==> src/hw/rtl/bof_pkg.sv <==
// shared types, constants and the bernstein weight table for the outline flattener
// depends on nothing; every other file uses it
package bof_pkg;

	localparam int COORD_W    = 24;
	localparam int FIFO_DEPTH = 8;
	localparam int FIFO_AW    = $clog2(FIFO_DEPTH);

	typedef logic signed [COORD_W-1:0] coord_t;

	typedef enum logic [1:0] {
		OP_MOVE  = 2'd0,
		OP_LINE  = 2'd1,
		OP_QUAD  = 2'd2,
		OP_CUBIC = 2'd3
	} op_t;

	// flags that travel with a point down the pipeline
	typedef struct packed {
		logic start;
		logic last;
	} tag_t;

	// one entry of the result queue
	typedef struct packed {
		coord_t x;
		coord_t y;
		tag_t   tag;
	} pnt_t;

	// weight of control point k at step i of s, all on a common denominator of s cubed;
	// quadratic weights carry an extra factor s, move and line put everything on the end point
	function automatic int bern_weight(input int s, input op_t op, input int k, input int i);
		int u;
		int w;
		u = s - i;
		w = 0;
		case (op)
			OP_QUAD: begin
				case (k)
					0: w = u * u * s;
					1: w = 2 * i * u * s;
					3: w = i * i * s;
					default: w = 0;
				endcase
			end
			OP_CUBIC: begin
				case (k)
					0: w = u * u * u;
					1: w = 3 * i * u * u;
					2: w = 3 * i * i * u;
					3: w = i * i * i;
					default: w = 0;
				endcase
			end
			default: begin
				w = (k == 3) ? s * s * s : 0;
			end
		endcase
		return w;
	endfunction

endpackage

==> src/hw/rtl/bof_axis.sv <==
// one coordinate axis of the point datapath: weighted sum of four points, then
// round-to-nearest division by a constant via reciprocal multiply and one correction
// depends on bof_pkg
module bof_axis #(
	parameter int DEN = 125,
	parameter int WW  = 7
) (
	input  logic            clk,
	input  bof_pkg::coord_t pt [4],
	input  logic [WW-1:0]   wt [4],
	output bof_pkg::coord_t res
);
	import bof_pkg::*;

	// widths and reciprocal constants, all worked out at elaboration
	localparam int PRW = COORD_W + WW + 1;
	localparam int SW  = PRW + 2;
	localparam int C   = $clog2(DEN);
	localparam int MW  = COORD_W + C;
	localparam int K   = 25 + C;
	localparam int J   = (C >= 2) ? C - 2 : 0;
	localparam int AW  = MW - J;
	localparam int RBW = 26;
	localparam int PW  = AW + RBW;
	localparam logic [63:0]  RECIP_64 = (64'd1 << K) / 64'(DEN);
	localparam logic [RBW-1:0] RECIP = RBW'(RECIP_64);
	localparam logic [MW-1:0]  HALF  = MW'(DEN / 2);
	localparam logic [MW:0]    DEN_W = (MW+1)'(DEN);

	logic signed [PRW-1:0] prod_s1 [4];
	logic signed [SW-1:0]  sum_s2;
	logic                  neg_s3, neg_s4, neg_s5;
	logic [MW-1:0]         mag_s3, mag_s4;
	logic [COORD_W-1:0]    est_s4, quo_s5;

	logic [SW-1:0]  abs_v;
	logic [AW-1:0]  top_v;
	logic [PW-1:0]  rprod_v;
	logic [MW:0]    back_v;
	logic [MW:0]    rem_v;

	// stage 1: four products
	always_ff @(posedge clk) begin
		for (int k = 0; k < 4; k++) begin
			prod_s1[k] <= PRW'(pt[k]) * $signed(PRW'({1'b0, wt[k]}));
		end
	end

	// stage 2: weighted sum
	always_ff @(posedge clk) begin
		sum_s2 <= SW'(prod_s1[0]) + SW'(prod_s1[1]) + SW'(prod_s1[2]) + SW'(prod_s1[3]);
	end

	// stage 3: sign and magnitude with half the denominator added for rounding
	assign abs_v = sum_s2[SW-1] ? SW'(-sum_s2) : SW'(sum_s2);

	always_ff @(posedge clk) begin
		neg_s3 <= sum_s2[SW-1];
		mag_s3 <= MW'(abs_v) + HALF;
	end

	// stage 4: quotient estimate, low by at most one
	assign top_v   = AW'(mag_s3 >> J);
	assign rprod_v = PW'(top_v) * PW'(RECIP);

	always_ff @(posedge clk) begin
		neg_s4 <= neg_s3;
		mag_s4 <= mag_s3;
		est_s4 <= COORD_W'(rprod_v >> (K - J));
	end

	// stage 5: remainder check fixes the estimate
	assign back_v = (MW+1)'(est_s4) * DEN_W;
	assign rem_v  = {1'b0, mag_s4} - back_v;

	always_ff @(posedge clk) begin
		neg_s5 <= neg_s4;
		quo_s5 <= est_s4 + COORD_W'(rem_v >= DEN_W);
	end

	// restore the sign
	assign res = neg_s5 ? coord_t'(-quo_s5) : coord_t'(quo_s5);

endmodule

==> config.mk <==
export PLATFORM = sky130hd
export DESIGN_NAME = bof_axis
export DESIGN_NICKNAME = d
export VERILOG_FILES = /design/src/hw/rtl/bof_pkg.sv /design/src/hw/rtl/bof_axis.sv
export SDC_FILE = /design/constraint.sdc
export NUM_CORES = 2
export LEC_CHECK = 0
export BUFFER_PORTS_ARGS = -buffer_cell sky130_fd_sc_hd__clkbuf_2
export CAP_MARGIN = 20
export CORE_UTILIZATION = 45
export DETAILED_ROUTE_END_ITERATION = 8
export PLACE_DENSITY_LB_ADDON = 0.12
export SLEW_MARGIN = 20
export SYNTH_ARGS = -nofsm -noshare
export SYNTH_HDL_FRONTEND = slang
export SYNTH_SLANG_ARGS = --single-unit
==> constraint.sdc <==
create_clock -name clk -period 18.3 [get_ports clk]
set_input_delay 2.745 -clock clk [delete_from_list [all_inputs] [get_ports clk]]
set_output_delay 2.745 -clock clk [all_outputs]
set_load 0.01 [all_outputs]
After elaboration in Yosys (flattened, before gate mapping)
Memories as Yosys holds them, arrays and structs flattened.
Cells that the tools add are included.
{"block": "classes", "n_addsub": 8, "mul": 6, "n_lt_le_gt_ge": 1, "muxes": 2}
{"op": "$mul A24 B8 Y32", "count": 4}
{"op": "$mul A26 B25 Y50 const B", "count": 1}
{"op": "$add A33 B32 Y34", "count": 1}
{"op": "$add A34 B32 Y34", "count": 1}
{"op": "$add A32 B32 Y33", "count": 1}
{"op": "$ge A32 B7 Y1 const B", "count": 1}
{"op": "$sub A31 B31 Y32", "count": 1}
{"op": "$add A31 B6 Y31 const B", "count": 1}
{"op": "$mul A24 B7 Y31 const B", "count": 1}
{"op": "$mux W31", "count": 1}
{"op": "$neg A31 Y31", "count": 1}
{"op": "$add A24 B1 Y24", "count": 1}
{"op": "$mux W24", "count": 1}
{"op": "$neg A24 Y24", "count": 1}
{"block": "word_totals", "ff_bits": 147, "mem_bits_rw": 128, "inputBits": 125, "output_inout_bits": 24, "wordCells": 26, "mem_count": 1}
{"memory": "prod_s1", "words": 4, "width": 32, "rd": 4, "rd_clocked_by_memory_dff": 0, "write_ports": 4, "line_no": "bof_axis.sv:30", "text": "logic signed [PRW-1:0] prod_s1 [4];"}

Longest topological paths before layout
{"block": "logic_depth", "ltp_word": 4, "mapped_depth": 28, "mapped_depth_nobuf": 27}

Least setup slack after synthesis
No wires, ideal clock.
{"block": "synth_path", "path_type": "in2reg", "from": "input port wt[9] (netlist name)", "to": "memory prod_s1[2][29] (netlist name)", "setup_ns": 0.123, "arrival_time_ns": 7.411, "t_required_ns": 18.177, "setup_slack_ns": 10.766, "cell_stages": 20, "path_buffers": 1, "path_cell_list": "clkbuf_1 -> nand2_1 -> fa_1 -> fa_1 -> inv_1 -> fa_1 -> inv_1 -> fa_1 -> inv_1 -> ha_1 -> o21a_1 -> o31ai_1 -> a21oi_1 -> a21o_1 -> o41ai_2 -> o21ai_1 -> or4b_1 -> a31oi_1 -> o21ai_1 -> xor2_1"}
{"element": "start: declaration", "line_no": "bof_axis.sv:10", "text": "input logic [WW-1:0] wt [4],"}
{"element": "end: declaration", "line_no": "bof_axis.sv:30"}

==> results_dict.tcl <==
set metrics [dict create \
    dieHeight_um 333 \
    firstDrtPassIters 5 \
    cpMostUsedCell "fa_1" \
    dr.max_layer_used "met4" \
    antenna_found_initial 7 \
    r2r_setup_slack_ns 10.71 \
    synthArstFlopShare 0 \
    seqCellArea_mm2 0.00547 \
    synth-compound-area-share 0.0747 \
    cp-end-kind "flop" \
    cap_violations 0 \
    required_ns 18.72 \
    cts_htree_levels 2 \
    worst_r2r_endpoint "quo_s5[22]" \
    clkSlewWorstSetupHoldPaths_ns 0.06 \
    yosys.area_share.simple 0.134 \
    start_kind "input pin" \
    start_util 0.453 \
    drive_gt1_frac 0.0482 \
    slew_violations 0 \
    crit_chain "clkbuf_2, and2_1, fa_1, fa_1, inv_1, fa_1, fa_1, inv_1, ha_1, o21a_1, o21ai_0, a221oi_1, a31oi_1, o211ai_1, a21oi_1, o21ai_0, a211oi_1, xnor2_1" \
    routed_wl_um 118000 \
    grt_usage 0.221 \
    critPathKind "in -> reg" \
    syn_nets 6907 \
    critPathSlowestCell "fa_1" \
    synthXorXnorAreaFrac 0.0490 \
    crit_start "wt[3]" \
    ys_seq_area_frac 0.111 \
    ys_top_cells_by_area "fa_1 (36%), ha_1 (17%), dfxtp_1 (11%)" \
    max_freq_mhz 129 \
    worst_slew_pin_slew_ns 0.854 \
    slew_headroom 0.430 \
    fin_crit_sh 0.425 \
    rsz0062_at_grt "false" \
    fillerInstances 10400 \
    critical_path_depth 18 \
    ys_types 83 \
    place_congestion 0.888 \
    cts_root_buffer "clkbuf_16" \
    synth_cells 5222 \
    cts_resized 0 \
    clk-insertion-delay-late_ns 0.55 \
    crit_end "prod_s1[3][31]" \
    die_w_um 333 \
    final_antenna_net_count 0 \
    io_buffer_count 148 \
    post-synth-top-area-fraction 0.357 \
    rr_worst_depth 26 \
    synth_ff_type "dfxtp_1" \
    setup_viol 0 \
    synth_edf_count 0 \
    clk_path_buf_depth 3 \
    wl_met2_um 63500 \
    synth_top_family_by_area "adder cells" \
    routed-via-count 34000 \
    r2r_start "est_s4[7]" \
    synth_area_leader_cell "fa_1" \
    placementRows 121 \
    numCtsBuffers 34 \
    ys_ff_latch 273 \
    yosys_warnings 0 \
    gr-total-overflow 0 \
    slowest_delay_ns 0.54 \
    viasPerCell 5.01 \
    post-cts-setup-buffers 0 \
    hold_viol 0 \
    grt_pass1_wl_um 194000 \
    boundaryPins 149 \
    drtIter0Drc 1513 \
    first_global_vias 36500 \
    netlist_area_mm2 0.0493 \
    grt_max_degree 40 \
    syn2layout_area_growth_pct 6.97 \
    met1_length_um 48600 \
    critPathBufInv 3 \
    hp-class "reg -> reg" \
    hold_buffers 0 \
    drc 0 \
    core_area_mm2 0.109 \
    synth_mux_area_frac 0.00231 \
    fin_tns_setup_ns 0 \
    cpLargestDelayFamily "adder cells" \
    finClkSkew_ns 0.0156 \
    status "finished, final reports clean" \
    die_area_mm2 0.111 \
    cts_tree "built" \
    crit_arrival_ns 8.19 \
    nets 7018 \
    multi_input_area_mm2 0.0389 \
    cts.sinks 273 \
    dr_wl_met3_um 3010 \
    wl_per_cell_um 17.4 \
    synth_adder_area_share 0.529 \
    path_max_fanout 24 \
    hpwlAfterDp_um 100000 \
    period_minus_slack_ns 7.77 \
    avgSynthCellArea_um2 9.45 \
]
==> metal layers <==
metal	GRT usage	vias to the layer above
met5	0	-
met4	0.0534	0
met3	0.0170	109
met2	0.419	480
met1	0.269	17000
li1	-	16400
==> placed cells by master, fill, tap and decap left out, types with 10 or more instances in the layout <==
cell type	instances
a211oi_1	10
a21o_1	68
a21oi_1	156
a31oi_1	22
and2_1	507
and3_1	13
clkbuf_16	35
clkbuf_2	148
dfxtp_1	273
fa_1	879
ha_1	681
inv_1	1227
nand2_1	301
nand2b_1	37
nand3_1	34
nand4_1	27
nor2_1	141
nor2b_1	29
nor3_1	50
nor4_1	11
o211ai_1	15
o21a_1	38
o21ai_0	104
o21bai_1	20
o31ai_1	23
or2_2	14
or3_1	22
or4_1	10
xnor2_1	195
xor2_1	81
==> kinds of logic (layout without fill, tap and decap cells) <==
| group | count (synthesis) | in the layout |
|---|---|---|
| DFF | 273 | 273 |
| other | 0 | 5 |
| muxes | 10 | 10 |
| and+or+nand+nor | 1229 | 1229 |
| xor gates and xnor gates | 276 | 276 |
| AOI/OAI and AO/OA | 565 | 565 |
| buffers and inverters | 1309 | 1444 |
| adders and majority gates | 1560 | 1560 |
==> area by class of cell <==
cell class / count / area share
Tap cell: 1414 / 0.0335
Inverter: 1227 / 0.0873
Clock inverter: 16 / 0.00389
Sequential cell: 273 / 0.104
Clock buffer: 44 / 0.0184
Timing Repair Buffer: 157 / 0.0153
Antenna cell: 5 / 0.000237
Multi-Input combinational cell: 3640 / 0.738
==> worst register-to-register path: stages (launching register included) <==
cell	delay, ns
dfxtp_1	0.55
inv_1	0.24
fa_1	0.54
fa_1	0.55
inv_1	0.06
fa_1	0.50
fa_1	0.55
inv_1	0.04
ha_1	0.37
and4_1	0.24
and2_1	0.18
o2111ai_1	0.17
and4_1	0.27
o31ai_1	0.49
nand2_1	0.16
a31oi_1	0.35
a31oi_1	0.17
xor2_1	0.16
nand4_1	0.23
ha_1	0.29
nand4_1	0.16
nor2_1	0.30
nand3_1	0.18
nor2_1	0.23
and3_1	0.25
nand3_1	0.11
xnor2_1	0.13
==> state kept, by name, indices dropped and copies added, names as in the netlist <==
| name | cells |
|---|---|
| neg_s4 | 1 |
| neg_s5 | 1 |
| mag_s3 | 31 |
| sum_s2 | 32 |
| neg_s3 | 1 |
| quo_s5 | 24 |
| est_s4 | 24 |
| prod_s1 | 128 |
| mag_s4 | 31 |
==> stage by stage <==
step / setup slack, ns / hold WS [ns] / std cells / util / area (um2)
after global placement: 10.19 / 0.310 / 6711 / 0.474 / 51600
after CTS: 10.59 / 0.328 / 6771 / 0.485 / 52800
after floorplan: 10.77 / 0.310 / 5222 / - / 49300
final: 10.53 / 0.325 / 6776 / 0.485 / 52800
after global routing: 10.11 / 0.335 / 6775 / 0.485 / 52800
after detailed placement: 10.09 / 0.314 / 6711 / 0.474 / 51600
==> worst min-delay path by stage <==
| stage | from | to | slack [ns] | cells after the start |
|---|---|---|---|---|
| global route | mag_s3[3] | mag_s4[3] | 0.33 | 0 |
| finish | neg_s3 | neg_s4 | 0.32 | 0 |
| CTS | mag_s3[4] | mag_s4[4] | 0.33 | 0 |
| global placement | mag_s3[2] | mag_s4[2] | 0.31 | 0 |
| detailed placement | mag_s3[4] | mag_s4[4] | 0.31 | 0 |
| floorplan | mag_s3[0] | mag_s4[0] | 0.31 | 0 |
==> cell usage after synthesis (5+ instances only) <==
cell,n
a211oi_1,10
o21bai_1,20
ha_1,681
o221ai_1,5
xnor2_1,195
o21ai_0,104
a31o_2,5
or4_1,10
fa_1,879
dfxtp_1,273
a211o_1,8
o31ai_1,23
nor3_1,50
a21oi_1,156
nor4_1,11
o21a_1,38
a21o_1,68
nor2b_1,29
a31oi_1,22
nand2b_1,37
xor2_1,81
inv_1,1227
a221oi_1,6
nor2_1,141
o22ai_1,7
and4_1,7
and3_1,13
o2111ai_1,9
nand4_1,27
o21ai_1,9
clkbuf_1,76
nand2_1,301
nand3_1,34
o41ai_1,7
and2_1,507
o31a_1,5
or3_1,22
o211ai_1,15
mux2i_1,8
or2_2,14
a21boi_0,8
Power is not shown: default switching activity piles up to over one toggle a cycle in this logic, so the estimate is an artifact.
